[src/design/esd_pkg.sv]
// shared types, character codes and helpers for the escape sequence decoder
package esd_pkg;

	localparam int CHAR_W     = 16;
	localparam int CHAR_BITS  = 16;
	localparam int RES_DEPTH  = 5;
	localparam int RES_CNT_W  = 3;
	localparam int HOLD_DEPTH = 3;
	localparam int HOLD_W     = 7;

	localparam logic [CHAR_W-1:0] CHAR_MASK = (CHAR_BITS >= CHAR_W) ? {CHAR_W{1'b1}} :
		CHAR_W'((64'd1 << CHAR_BITS) - 64'd1);

	// character codes
	localparam logic [CHAR_W-1:0] CH_BSLASH = 16'h005C;
	localparam logic [CHAR_W-1:0] CH_ZERO   = 16'h0030;
	localparam logic [CHAR_W-1:0] CH_THREE  = 16'h0033;
	localparam logic [CHAR_W-1:0] CH_SEVEN  = 16'h0037;
	localparam logic [CHAR_W-1:0] CH_X      = 16'h0078;
	localparam logic [CHAR_W-1:0] CH_U      = 16'h0075;
	localparam logic [CHAR_W-1:0] CH_A      = 16'h0061;
	localparam logic [CHAR_W-1:0] CH_B      = 16'h0062;
	localparam logic [CHAR_W-1:0] CH_F      = 16'h0066;
	localparam logic [CHAR_W-1:0] CH_N      = 16'h006E;
	localparam logic [CHAR_W-1:0] CH_R      = 16'h0072;
	localparam logic [CHAR_W-1:0] CH_T      = 16'h0074;
	localparam logic [CHAR_W-1:0] CH_V      = 16'h0076;
	localparam logic [CHAR_W-1:0] CODE_BEL  = 16'h0007;
	localparam logic [CHAR_W-1:0] CODE_BS   = 16'h0008;
	localparam logic [CHAR_W-1:0] CODE_FF   = 16'h000C;
	localparam logic [CHAR_W-1:0] CODE_LF   = 16'h000A;
	localparam logic [CHAR_W-1:0] CODE_CR   = 16'h000D;
	localparam logic [CHAR_W-1:0] CODE_HT   = 16'h0009;
	localparam logic [CHAR_W-1:0] CODE_VT   = 16'h000B;

	// escape phase of the decoder
	typedef enum logic [6:0] {
		PH_IDLE = 7'b0000001,
		PH_BS   = 7'b0000010,
		PH_OCT0 = 7'b0000100,
		PH_OCT1 = 7'b0001000,
		PH_OCT2 = 7'b0010000,
		PH_HEX  = 7'b0100000,
		PH_UNI  = 7'b1000000
	} phase_t;

	// beat controller state
	typedef enum logic [1:0] {
		C_IDLE = 2'b01,
		C_SEND = 2'b10
	} ctrl_state_t;

	typedef struct packed {
		logic load;
		logic pop;
	} esd_cmd_t;

	typedef struct packed {
		logic load_has_res;
		logic one_left;
	} esd_stat_t;

	typedef logic [RES_DEPTH-1:0][CHAR_W-1:0] res_list_t;

	// {valid, nibble} of a hex digit character
	function automatic logic [4:0] hex_val(input logic [CHAR_W-1:0] c);
		logic [4:0] r;
		r = 5'd0;
		if (c >= 16'h0030 && c <= 16'h0039) begin
			r = {1'b1, c[3:0]};
		end else if ((c >= 16'h0061 && c <= 16'h0066) || (c >= 16'h0041 && c <= 16'h0046)) begin
			r = {1'b1, 4'(c[3:0] + 4'd9)};
		end
		return r;
	endfunction

endpackage

[src/design/esd_ctrl.sv]
// beat controller: accepts one input beat, then drains its results
module esd_ctrl import esd_pkg::*; (
	input  logic      clk,
	input  logic      arst_n,
	input  logic      s_valid,
	output logic      s_ready,
	output logic      m_valid,
	input  logic      m_ready,
	input  esd_stat_t stat,
	output esd_cmd_t  cmd
);

	ctrl_state_t state_q, state_nx;

	assign s_ready  = (state_q == C_IDLE);
	assign m_valid  = (state_q == C_SEND);
	assign cmd.load = s_valid & s_ready;
	assign cmd.pop  = m_valid & m_ready;

	always_comb begin
		state_nx = state_q;
		case (state_q)
			C_IDLE: begin
				if (cmd.load && stat.load_has_res) state_nx = C_SEND;
			end
			C_SEND: begin
				if (cmd.pop && stat.one_left) state_nx = C_IDLE;
			end
			default: state_nx = C_IDLE;
		endcase
	end

	always_ff @(posedge clk or negedge arst_n) begin
		if (!arst_n) state_q <= C_IDLE;
		else state_q <= state_nx;
	end

endmodule

[src/design/esd_dp.sv]
// decode datapath: escape phase, held digits, partial value and result buffer
module esd_dp import esd_pkg::*; (
	input  logic              clk,
	input  logic              arst_n,
	input  esd_cmd_t          cmd,
	input  logic [CHAR_W-1:0] in_char,
	input  logic              in_last,
	output esd_stat_t         stat,
	output logic [CHAR_W-1:0] out_char,
	output logic              run_last,
	output logic              text_end
);

	phase_t                    ph_q, ph_n;
	logic [CHAR_W-1:0]         pv_q, pv_n;
	logic [1:0]                hc_q, hc_n;
	logic [HOLD_W-1:0]         held_q [HOLD_DEPTH];
	logic [HOLD_W-1:0]         held_n [HOLD_DEPTH];
	res_list_t                 buf_q, lst;
	logic [RES_CNT_W-1:0]      cnt_q, n;
	logic                      end_q;
	logic [CHAR_W-1:0]         c, pv_oct, pv_hex, letter, f_letter;
	logic [4:0]                hv;
	logic                      fresh, need_done;

	assign c      = in_char & CHAR_MASK;
	assign hv     = hex_val(c);
	assign pv_oct = {pv_q[CHAR_W-4:0], c[2:0]};
	assign pv_hex = {pv_q[CHAR_W-5:0], hv[3:0]};
	assign letter = (ph_q == PH_UNI) ? CH_U : CH_X;
	assign need_done = (ph_q == PH_UNI) ? (hc_q == 2'd3) : (hc_q == 2'd1);

	always_comb begin
		lst      = '0;
		n        = '0;
		ph_n     = ph_q;
		pv_n     = pv_q;
		hc_n     = hc_q;
		held_n   = held_q;
		fresh    = 1'b0;
		f_letter = CH_X;
		case (ph_q)
			PH_BS: begin
				ph_n = PH_IDLE;
				pv_n = '0;
				hc_n = '0;
				case (c)
					CH_ZERO: ph_n = PH_OCT0;
					CH_X:    ph_n = PH_HEX;
					CH_U:    ph_n = PH_UNI;
					CH_A: begin lst[n] = CODE_BEL; n = n + 3'd1; end
					CH_B: begin lst[n] = CODE_BS;  n = n + 3'd1; end
					CH_F: begin lst[n] = CODE_FF;  n = n + 3'd1; end
					CH_N: begin lst[n] = CODE_LF;  n = n + 3'd1; end
					CH_R: begin lst[n] = CODE_CR;  n = n + 3'd1; end
					CH_T: begin lst[n] = CODE_HT;  n = n + 3'd1; end
					CH_V: begin lst[n] = CODE_VT;  n = n + 3'd1; end
					default: begin lst[n] = c; n = n + 3'd1; end
				endcase
			end
			PH_OCT0: begin
				if (c >= CH_ZERO && c <= CH_THREE) begin
					pv_n = {{(CHAR_W-2){1'b0}}, c[1:0]};
					ph_n = PH_OCT1;
				end else begin
					lst[n] = '0;
					n      = n + 3'd1;
					pv_n   = '0;
					ph_n   = PH_IDLE;
					fresh  = 1'b1;
				end
			end
			PH_OCT1, PH_OCT2: begin
				if (c >= CH_ZERO && c <= CH_SEVEN) begin
					if (ph_q == PH_OCT2) begin
						lst[n] = pv_oct;
						n      = n + 3'd1;
						pv_n   = '0;
						ph_n   = PH_IDLE;
					end else begin
						pv_n = pv_oct;
						ph_n = PH_OCT2;
					end
				end else begin
					lst[n] = pv_q;
					n      = n + 3'd1;
					pv_n   = '0;
					ph_n   = PH_IDLE;
					fresh  = 1'b1;
				end
			end
			PH_HEX, PH_UNI: begin
				if (hv[4]) begin
					if (need_done) begin
						lst[n] = pv_hex;
						n      = n + 3'd1;
						pv_n   = '0;
						hc_n   = '0;
						ph_n   = PH_IDLE;
					end else begin
						held_n[hc_q] = c[HOLD_W-1:0];
						hc_n         = hc_q + 2'd1;
						pv_n         = pv_hex;
					end
				end else begin
					// failed escape: letter, then the held digits as text
					lst[n] = letter;
					n      = n + 3'd1;
					for (int k = 0; k < HOLD_DEPTH; k++) begin
						if (k < int'(hc_q)) begin
							lst[n] = {{(CHAR_W-HOLD_W){1'b0}}, held_q[k]};
							n      = n + 3'd1;
						end
					end
					pv_n  = '0;
					hc_n  = '0;
					ph_n  = PH_IDLE;
					fresh = 1'b1;
				end
			end
			default: begin
				ph_n  = PH_IDLE;
				fresh = 1'b1;
			end
		endcase

		if (fresh) begin
			if (c == CH_BSLASH) begin
				ph_n = PH_BS;
			end else begin
				lst[n] = c;
				n      = n + 3'd1;
			end
		end

		// end of text flushes whatever escape is still open
		if (in_last) begin
			f_letter = (ph_n == PH_UNI) ? CH_U : CH_X;
			case (ph_n)
				PH_BS: begin lst[n] = CH_BSLASH; n = n + 3'd1; end
				PH_OCT0: begin lst[n] = '0; n = n + 3'd1; end
				PH_OCT1, PH_OCT2: begin lst[n] = pv_n; n = n + 3'd1; end
				PH_HEX, PH_UNI: begin
					lst[n] = f_letter;
					n      = n + 3'd1;
					for (int k = 0; k < HOLD_DEPTH; k++) begin
						if (k < int'(hc_n)) begin
							lst[n] = {{(CHAR_W-HOLD_W){1'b0}}, held_n[k]};
							n      = n + 3'd1;
						end
					end
				end
				default: ;
			endcase
			ph_n = PH_IDLE;
			hc_n = '0;
			pv_n = '0;
		end

		for (int k = 0; k < RES_DEPTH; k++) begin
			lst[k] = lst[k] & CHAR_MASK;
		end
	end

	assign stat.load_has_res = (n != '0);
	assign stat.one_left     = (cnt_q == RES_CNT_W'(1));

	assign out_char = buf_q[0];
	assign run_last = (cnt_q == RES_CNT_W'(1));
	assign text_end = run_last & end_q;

	always_ff @(posedge clk or negedge arst_n) begin
		if (!arst_n) begin
			ph_q  <= PH_IDLE;
			pv_q  <= '0;
			hc_q  <= '0;
			cnt_q <= '0;
			end_q <= 1'b0;
		end else if (cmd.load) begin
			ph_q  <= ph_n;
			pv_q  <= pv_n;
			hc_q  <= hc_n;
			cnt_q <= n;
			end_q <= in_last;
		end else if (cmd.pop) begin
			cnt_q <= cnt_q - RES_CNT_W'(1);
		end
	end

	always_ff @(posedge clk) begin
		if (cmd.load) begin
			held_q <= held_n;
			buf_q  <= lst;
		end else if (cmd.pop) begin
			for (int k = 0; k < RES_DEPTH - 1; k++) begin
				buf_q[k] <= buf_q[k+1];
			end
		end
	end

endmodule

[src/design/escape_sequence_decoder_top.sv]
// top level of the backslash escape decoder for a 16-bit character stream
//
// Decodes C-style backslash escapes: \0 with up to three octal digits (first 0-3), \xHH,
// \uHHHH, \a \b \f \n \r \t \v, a doubled backslash, and any other escaped character as
// itself. Each input beat carries one character and a last-of-text flag; the beat is
// decoded in the cycle it is accepted and its zero to five result characters go into a
// five-entry result buffer, which drains one output beat per cycle while m_axis_tready
// is high. An input beat that yields no character (a backslash, or a digit held inside
// an escape) leaves the slave side ready; after one that yields characters the slave
// side waits until the buffer has drained through the single output port. A failed hex
// or unicode escape replays the letter and the held digits as one burst, then the
// breaking character. tlast on the output marks the last character caused by one input
// beat, and tuser the final character of the whole text; at end of text any open escape
// is flushed and the decoder returns to idle. There are no configuration registers.
module escape_sequence_decoder_top import esd_pkg::*; (
	input  logic        clk,
	input  logic        arst_n,
	input  logic        s_axis_tvalid,
	output logic        s_axis_tready,
	input  logic [15:0] s_axis_tdata,  // [15:0] in_char
	input  logic        s_axis_tlast,  // in_last
	output logic        m_axis_tvalid,
	input  logic        m_axis_tready,
	output logic [15:0] m_axis_tdata,  // [15:0] out_char
	output logic        m_axis_tlast,  // run_last
	output logic        m_axis_tuser   // [0] text_end
);

	esd_cmd_t  cmd;
	esd_stat_t stat;

	// handshake and sequencing of load and drain
	esd_ctrl u_ctrl (
		.clk     (clk),
		.arst_n  (arst_n),
		.s_valid (s_axis_tvalid),
		.s_ready (s_axis_tready),
		.m_valid (m_axis_tvalid),
		.m_ready (m_axis_tready),
		.stat    (stat),
		.cmd     (cmd)
	);

	// escape decoding and the result buffer
	esd_dp u_dp (
		.clk      (clk),
		.arst_n   (arst_n),
		.cmd      (cmd),
		.in_char  (s_axis_tdata),
		.in_last  (s_axis_tlast),
		.stat     (stat),
		.out_char (m_axis_tdata),
		.run_last (m_axis_tlast),
		.text_end (m_axis_tuser)
	);

endmodule

[config.mk]
export PLATFORM = sky130hd
export DESIGN_NAME = escape_sequence_decoder_top
export DESIGN_NICKNAME = d
export VERILOG_FILES = /design/src/design/esd_pkg.sv /design/src/design/esd_ctrl.sv /design/src/design/esd_dp.sv /design/src/design/escape_sequence_decoder_top.sv
export SDC_FILE = /design/constraint.sdc
export NUM_CORES = 1
export LEC_CHECK = 0
export ABC_CLOCK_PERIOD_IN_PS = 7600
export CAP_MARGIN = 30
export CORE_UTILIZATION = 55
export DETAILED_ROUTE_END_ITERATION = 6
export DONT_BUFFER_PORTS = 1
export PLACE_DENSITY = 0.79
export SETUP_SLACK_MARGIN = 0.4
export SYNTH_ARGS = -nofsm -noshare
export SYNTH_HDL_FRONTEND = slang
export SYNTH_SLANG_ARGS = --single-unit
[constraint.sdc]
create_clock -name clk -period 7.6 [get_ports clk]
set_input_delay 0.38 -clock clk [delete_from_list [all_inputs] [get_ports clk]]
set_output_delay 0.38 -clock clk [all_outputs]
set_load 0.02 [all_outputs]
[Word-level counts from Yosys, hierarchy flattened]
Index checks and enable logic that the tools add are counted.
Storage, ports and cells
  bits in registers: 132
  bits of input ports: 21
  output and inout port bits: 20
  word-level logic and storage cells: 234
Operators by class
  reductions and logical operators: 25
  add/subtract/negate cells: 10
  mux-type cells: 116
  bitwise gates (word level): 9
  $lt $le $gt $ge: 30
  equality and inequality tests: 30
Operators by type and width (number)
  $mux 80: 14
  $bwmux 80: 8
  $demux 16 s3: 7
  $pmux 80 s4: 1
  $mux 16: 18
  $mux 64: 4
  $eq 16x7->1 const B: 10
  $pmux 16 s8: 1
  $and 80x80->80: 1
  $not 80->80: 1
  $pmux 16 s4: 1
  $mux 21: 3
  $and 60x60->60: 1
  $not 60->60: 1
  $mux 3: 19
  $mux 7: 7
  $le 16x6->1 const B: 3
  $pmux 16 s3: 1
  $ge 16x7->1 const B: 2
  $le 16x7->1 const B: 2
  $lt 3x4->1 const B: 7
  $pmux 7 s4: 1
  $add 3x1->3 const B: 7
  $bwmux 21: 1
  41 further kinds: 99

[Logic depth before layout (Yosys ltp)]
Gate-level depths: netlist of the first run.
  depth in word-level cells: 36
  mapped depth: 25
  mapped depth without buffers: 22

[By module]
From an unflattened synthesis of the first run, not the netlist that was laid out.
Unflattened totals
  cells, all modules: 1193
  area, all modules: 10241.1 um^2
By module, submodules not included
  esd_dp: seq. area each 3759.9 um^2, times used 1, cells an instance 1184, area an instance 10124.7 um^2
  esd_ctrl: seq. area each 51.3 um^2, times used 1, cells an instance 9, area an instance 116.4 um^2

[Worst setup path before layout of the first run]
OpenSTA, ideal clock, no wires.
  path type: input to register
  start: input port s_axis_tdata[1]
  end: register u_dp.buf_q[52] (netlist name), data pin
  library setup time: 0.256 ns
  required time: 7.344 ns
  path slack: 1.697 ns
  path buffers: 3
  stages on the path: 24
  data arrival time: 5.647 ns
  cell sequence: clkbuf_1 inv_1 ha_1 or4b_1 a32oi_1 nor4_2 or4_4 and3_1 buf_4 inv_2 ha_1 a22oi_1 inv_2 ha_1 clkbuf_1 xnor2_1 ha_1 o21ai_0 xnor2_1 xnor3_1 o2111ai_2 a311oi_1 o221ai_1 a22o_1
On the way
  longest elaborated chain between the ends: 28
  elaborated cells between the ends (all ways): 115
  classes of those cells: add/sub: 4; order compare: 21; eq/ne: 10; mux: 63; bitwise: 3; reduce/logical: 14
RTL lines
  start: declaration: line escape_sequence_decoder_top.sv:20  | input logic [15:0] s_axis_tdata,
  $ge 16x7->1 or $le 16x7->1 (tied branches): line esd_pkg.sv:71  | end else if ((c >= 16'h0061 && c <= 16'h0066) || (c >= 16'h0041 && c <= 16'h0046)) begin
  $logic_and 1x1->1: line esd_pkg.sv:71
  $logic_or 1x1->1: line esd_pkg.sv:71
  $mux 5: line esd_pkg.sv:71
  $mux 5: line esd_pkg.sv:69  | if (c >= 16'h0030 && c <= 16'h0039) begin
  $mux 3: line esd_dp.sv:93  | if (hv[4]) begin
  $pmux 3 s4: line esd_dp.sv:42  | case (ph_q)
  $add 3x1->3, or another cell as far along: line esd_dp.sv:132  | n = n + 3'd1;
  [12 not listed]
  $logic_and 1x1->1 (not written as such) or $mux 80 (tied branches): line esd_dp.sv:148, esd_dp.sv:147
  $mux 16 (not written as such) or $mux 80 (tied branches): line esd_dp.sv:148, esd_dp.sv:139
  $demux 16 s3 or $mux 80 (tied branches)
  $bwmux 80: line esd_dp.sv:148  | lst[n] = {{(CHAR_W-HOLD_W){1'b0}}, held_n[k]};
  $mux 80: line esd_dp.sv:147  | if (k < int'(hc_n)) begin
  $pmux 80 s4: line esd_dp.sv:139  | case (ph_n)
  $mux 80 (*): line esd_dp.sv:137  | if (in_last) begin
  $mux 64 (*): line esd_dp.sv:191  | if (cmd.load) begin
  end signal: assignment: line esd_dp.sv:193  | buf_q <= lst;
  end signal: indexed assignment: line esd_dp.sv:196  | buf_q[k] <= buf_q[k+1];
  end: declaration: line esd_dp.sv:19  | res_list_t buf_q, lst;
Mark *: on every way between the ends. The rest lies on a longest branch, timed or not. The select of a mux whose other input is x is not followed.
A chain may end at the register's enable or synchronous reset.

[Worst setup path after layout of the first run]
  start: register u_dp.ph_q[1]
  end: register u_dp.buf_q[52] (netlist name), data pin
On the way
  longest elaborated chain between the ends: 26
  elaborated cells between the ends (all ways): 103
  classes of those cells: add/sub: 4; order compare: 13; eq/ne: 12; mux: 62; bitwise: 3; reduce/logical: 9
RTL lines
  start: declaration: line esd_dp.sv:14  | phase_t ph_q, ph_n;
  start signal: assignment: line esd_dp.sv:180  | ph_q <= ph_n;
  $eq 7x7->1: line esd_dp.sv:31, esd_dp.sv:42
  $mux 1: line esd_dp.sv:31  | assign need_done = (ph_q == PH_UNI) ? (hc_q == 2'd3) : (hc_q == 2'd1);
  $mux 1: line esd_dp.sv:94  | if (need_done) begin
  $mux 3: line esd_dp.sv:93
  $pmux 3 s4: line esd_dp.sv:42
  $add 3x1->3, or another cell as far along: line esd_dp.sv:132
  $mux 3 or $logic_and 1x1->1 (tied branches): line esd_dp.sv:128, esd_dp.sv:131
  $mux 3 or $mux 16 (tied branches): line esd_dp.sv:127, esd_dp.sv:131
  [10 not listed]
  $logic_and 1x1->1 (not written as such) or $mux 80 (tied branches): line esd_dp.sv:148, esd_dp.sv:147
  $mux 16 (not written as such) or $mux 80 (tied branches): line esd_dp.sv:148, esd_dp.sv:139
  $demux 16 s3 or $mux 80 (tied branches)
  $bwmux 80: line esd_dp.sv:148
  $mux 80: line esd_dp.sv:147
  $pmux 80 s4: line esd_dp.sv:139
  $mux 80 (*): line esd_dp.sv:137
  $mux 64 (*): line esd_dp.sv:191
Marks and branches as above.

==> results of run 1 <==
==> path summary, 6_finish.rpt <==
kind                             endpoint  slack [ns]  cells past startpoint
setup / recovery           u_dp.buf_q[52]        0.75                     17
setup reg to reg           u_dp.buf_q[52]        0.75                     17
max in group asynchronous    u_dp.ph_q[0]        6.84                      2
hold / removal              u_dp.pv_q[10]        0.06                      1
hold reg to reg                u_dp.end_q        0.50                      2
min in group asynchronous    u_dp.hc_q[1]        0.50                      2
==> power groups by stage <==
stage / clock, mW / combinational, mW / sequential [mW]
2_1_floorplan: 0 / 0.469 / 1.09
3_3_place_gp: 0 / 0.507 / 1.14
3_5_place_dp: 0 / 0.520 / 1.15
4_1_cts: 0.808 / 0.529 / 1.13
5_1_grt: 0.836 / 0.592 / 1.15
6_report: 0.812 / 0.533 / 1.13
==> flip-flops by register name, indices dropped and copies added (netlist names) <==
register / count
u_dp.end_q: 1
u_dp.out_char: 16
u_dp.ph_q: 7
u_ctrl.state_q: 2
u_dp.held_q: 21
u_dp.cnt_q: 3
u_dp.hc_q: 2
u_dp.pv_q: 16
u_dp.buf_q: 64
==> worst max-delay path: cells and delay by family, from the launching register on <==
kind / cells / cell delay [ns]
and+or+nand+nor: 6 / 3.08
AOI/OAI and AO/OA: 6 / 1.48
xor gates and xnor gates: 3 / 0.98
adders and majority gates: 2 / 0.66
DFF: 1 / 0.42
==> cell families after synthesis <==
logic type,Yosys count,share of synthesized area (%)
adders and majority gates,18,2.21
and+or+nand+nor,448,22.1
DFF,132,37.3
xor gates and xnor gates,19,2.10
buffers and inverters,132,6.04
muxes,22,2.26
AOI/OAI and AO/OA,429,27.9
==> placed cells by master, fill, tap and decap left out, types with 21 or more instances in the layout <==
cell	synthesis	routed
nor2_1	101	101
inv_1	27	27
dfrtp_1	29	29
nand2_1	183	181
and2_1	21	21
edfxtp_1	101	101
a21oi_1	109	109
nor3_1	26	26
nand3_1	27	27
o21ai_0	117	117
==> timing repair <==
| item | in CTS | in global routing |
|---|---|---|
| hold buffers | 2 | 0 |
| endpoints found under the hold margin | 31 | 0 |
| gates resized for setup | 0 | 0 |
==> layout make-up <==
type / count / area [µm²]
repair buffers: 16 / 133
clock inverters: 13 / 136
multi-input cells: 936 / 5790
clock buffers: 17 / 425
fillers: 1544 / 7390
well taps: 229 / 287
inverters: 32 / 121
flip-flops and latches: 132 / 3810
==> metal layers <==
layer | GRT usage (%) | wire length (µm)
met5 | 0 | 0
met4 | 24.5 | 2670
met3 | 11.4 | 4760
met2 | 57.2 | 15700
met1 | 49.7 | 13700
==> impl_metrics.toml, run 1 <==
[outcome]
status = "finished with violations"
violations = "DRC"

[floorplan]
die-height_um = 138
fp-row-count = 49
die_area_um2 = 19100
core_area_um2 = 18100
start_util_pct = 56.4
fp.dieW_um = 138
io_pins = 41

[grt]
grt_antenna_before_repair = 0
grt_util_all_layers_pct = 38.6
grt_max_degree = 87
grt_pass1_vias = 9102
grt_pass1_wl_um = 55400
grt-ovfl-total = 0

[place]
place_inst = 1343
dp_hpwl_um = 25900
io_buffers = 0
placed_area_um2 = 10100
dpl_worst_slack_ns = 1.01
routabilityCongestion = 1.08

[sta]
fin_ws_ns = 0.745
period_needed_ns = 6.85
slew_violations = 0
hold_violations = 0
max_slew_margin_pct = 24.9
fmax_ghz = 0.146
tightest_slew_ns = 1.12
period_share_pct = 90.2
holdWs_ns = 0.0615
setup-tns-final_ns = 0
fin_skew_ns = 0.0106
setup-violations-final = 0
rsz0062_at_grt = "no"

[synthesis]
async_reset_ff_share_pct = 23.5
synth_cells = 1200
synth_top_area_share_pct = 29.7
synth_area_um2 = 10200
postSynthAreaPerCell_um2 = 8.50
seq_area_frac_synth_pct = 37.3
synth_ff_type = "edfxtp_1"
yosysWarnings = 0
synth_most_common_cell = "nand2_1"
yosys-top-cells-count = "nand2_1 (183), o21ai_0 (117), a21oi_1 (109)"
yosys.area.top_type = "edfxtp_1"
syn-num-nets = 1239
ys_ff_latch = 132
post_synth_num_cell_types = 109
synth.area.top_cells = "edfxtp_1 (30%), dfrtp_1 (7.1%), nand2_1 (6.7%)"
synth-edff-count = 101

[layout]
synthToLayoutAreaGrowth_pct = 4.86
nets = 1174
final_util_pct = 59.2
instances_no_fill = 1375
layout-drive-gt1-share_pct = 9.25
fin_area_um2 = 10700
n_antenna_cell = 0

[route]
drtIter0Drc = 1765
dr.pass1.iters = 7
vias = 10100
wl_per_cell_um = 26.8
ant_nets = 0
via_per_inst = 7.37
routed_wl_um = 36800
drc = 9

[critical_path]
r2r_start = "u_dp.ph_q[1]"
endpoint_kind = "register"
cp_max_fo = 22
crit_type = "reg -> reg"
startpoint_type = "register"
critPathSlowestCell = "nor3_1"
crit_start = "u_dp.ph_q[1]"
crit_chain = "nor3_1 > nand3_1 > and4_1 > nor3_4 > a21oi_1 > and2_4 > nor2_8 > ha_1 > xnor2_1 > ha_1 > o21ai_0 > xnor2_1 > xnor3_1 > o2111ai_2 > a311oi_1 > o221ai_1 > a22o_1"
arrival_ns = 7.05
required_ns = 7.80
slowest_delay_ns = 0.81

[clock_tree]
clk_latency_ns = 0.44
cts_tree = "built"
h-tree-depth = 4
root_buffer = "clkbuf_16"
cts_sinks = 132
cts_setup_buffers = 0
cts_buffers = 17
clkTransAtPathRegs_ns = 0.07
cts_buffer_depth = 2

[power]
combPwrFrac_pct = 21.5
leakagePower_nw = 3.75
pwr-share-clk_pct = 32.8
peakVddDrop_mv = 0.178
power_mw = 2.48
p_seq_share_pct = 45.7
p_int_mw = 1.66
power_switching_mw = 0.818
power_density_nw_per_um2 = 231
p_sw_share_pct = 33.0

[hold_path]
hold_class = "in -> reg"
hp-start = "s_axis_tlast"

[job]
max-cap-violations = 0
Note: power is estimated with default switching activity, not from simulation.
==> run 2: changes to the inputs <==
Settings changed: CELL_PAD_IN_SITES_DETAIL_PLACEMENT set to 0, CELL_PAD_IN_SITES_GLOBAL_PLACEMENT set to 1, CORE_UTILIZATION 55 to 50, MAX_ROUTING_LAYER set to met4, PLACE_DENSITY 0.79 to 0.9.
==> run 2 against run 1 <==
The flow still finishes with violations (DRC). Design area rose by 0.70%. Clock power down 0.5%. Hold slack worse by 0.0062 ns. Cell count is 3.1% higher. Critical path depth rose by 1. Worst setup slack gained 0.42 ns. Sequential power about the same. Non-clock buffer count rose by 5. Maximum frequency increased by 6.5%. Critical path type unchanged. Largest power group unchanged.
==> impl_metrics.toml, run 2 (same netlist as run 1, synthesis figures left out) <==
[outcome]
status = "finished with violations"
violations = "DRC"

[critical_path]
r2r_end = "u_dp.buf_q[52]"
startpoint_type = "register"
cp_max_fo = 22
required_ns = 7.79
crit_type = "reg -> reg"
r2r_start = "u_dp.hc_q[1]"
arrival_ns = 6.63
reg2reg_setup_slack_ns = 1.16
endpoint_kind = "register"
rr_worst_depth = 18

[floorplan]
fp.dieW_um = 145
core_area_um2 = 19700
start_util_pct = 51.8
die_area_um2 = 21000
die-height_um = 145
io_pins = 41
fp-row-count = 51

[clock_tree]
cts_tree = "built"
clkTransAtPathRegs_ns = 0.07
cts_buffers = 17
root_buffer = "clkbuf_16"
h-tree-depth = 4
cts_sinks = 132
cts_buffer_depth = 2
cts_setup_buffers = 0
clk_latency_ns = 0.44

[layout]
largest-register = "u_dp.buf_q"
instances_no_fill = 1418
layout_common_cells = "nand2_1 (181), o21ai_0 (117), a21oi_1 (109), nor2_1 (101), edfxtp_1 (101)"
synthToLayoutAreaGrowth_pct = 5.59
nets = 1179
n_antenna_cell = 0
final_common_cell = "nand2_1"
layout-drive-gt1-share_pct = 10.1
final_util_pct = 54.6
largest_reg_flops = 64
reg.largest.list = "u_dp.buf_q: 64 flops, u_dp.held_q: 21 flops"

[hold_path]
holdPathStages = 2
hold_class = "in -> reg"
hold_end = "u_dp.end_q"
hp-start = "s_axis_tlast"

[sta]
fmax_ghz = 0.155
hold_violations = 0
max_slew_margin_pct = 21.5
slew_violations = 0
period_needed_ns = 6.44
fin_ws_ns = 1.16
setup-violations-final = 0
setup-tns-final_ns = 0
tightest_slew_ns = 1.17
rsz0062_at_grt = "no"
fin_skew_ns = 0.0122
period_share_pct = 84.7

[route]
ant_nets = 0
drtIter0Drc = 1415
wl_met3_um = 3640
drc = 1
wl_met2_um = 17400
wl_per_cell_um = 27.2
met1_length_um = 15100
dr.pass1.iters = 7
highest_layer = "met4"
vias = 9926
via_per_inst = 7.00
routed_wl_um = 38500

[power]
peakVddDrop_mv = 0.132
power_density_nw_per_um2 = 229
leakagePower_nw = 3.77
power_mw = 2.46

[place]
dp_hpwl_um = 27300
dpl_worst_slack_ns = 1.13
io_buffers = 0
place_inst = 1382
routabilityCongestion = 1.06

[grt]
grt_pass1_wl_um = 56900
grt_pass1_vias = 8972
grt-ovfl-total = 0
grt_max_degree = 75
grt_util_all_layers_pct = 38.6
grt_antenna_before_repair = 0

[job]
max-cap-violations = 0
## run 2: cell count changes in the layout (fill, tap and decap cells not counted), sizes merged
cell / change
buf: +4
bufinv: -2
clkinvlp: +1
clkinv: -5
inv: +8
clkbuf: +1
## run 2: metal layers
metal / global-route usage [%] / up-vias
met2: 58.4 / 669
met4: 22.4 / 0
met5: - / -
met3: 8.09 / 178
met1: 47.7 / 4711
li1: - / 4368
## run 2: worst max-delay path: stages, from the launching register on
cell	delay, ns
dfrtp_1	0.63
ha_1	0.77
xor2_1	0.17
or4_4	0.47
and3_1	0.29
inv_2	0.19
ha_1	0.26
a22oi_1	0.34
inv_2	0.18
ha_1	0.42
xnor2_1	0.33
ha_1	0.25
o21ai_0	0.12
xnor2_1	0.16
xnor3_1	0.43
o2111ai_2	0.44
a311oi_1	0.40
o221ai_1	0.15
a22o_1	0.19
## run 2: stage by stage
step,area [µm²],hold slack (ns)
6_report,10800,0.0552
5_1_grt,10800,0.0571
3_3_place_gp,10200,0.0864
2_1_floorplan,10200,0.0844
3_5_place_dp,10200,0.0866
4_1_cts,10800,0.0475
## run 2: area by class of cell
cell class                      instances  area, µm²
Clock buffer                           17        425
Clock inverter                         15        131
Fill cell                            1824       8940
Inverter                               32        121
Multi-Input combinational cell        936       5790
Sequential cell                       132       3810
Tap cell                              265        332
Timing Repair Buffer                   21        168
## run 2: worst max path at each step
stage	end	startpoint	cells past startpoint
detailed placement	u_dp.buf_q[52]	s_axis_tdata[1]	21
global route	u_dp.buf_q[52]	u_dp.hc_q[1]	18
floorplan	u_dp.buf_q[52]	s_axis_tdata[1]	24
finish	u_dp.buf_q[52]	u_dp.hc_q[1]	18
CTS	u_dp.buf_q[52]	u_dp.hc_q[1]	18
global placement	u_dp.buf_q[52]	s_axis_tdata[11]	19
## run 2: power by group
group	switching, mW	internal, mW
combinational	0.384	0.141
sequential	0.0935	1.04
clock	0.377	0.431
total	0.855	1.61
## run 2: repair_timing
action / CTS / global route
resized for setup: 0 / 0
endpoints found under the hold margin: 31 / 0
hold buffers: 2 / 0
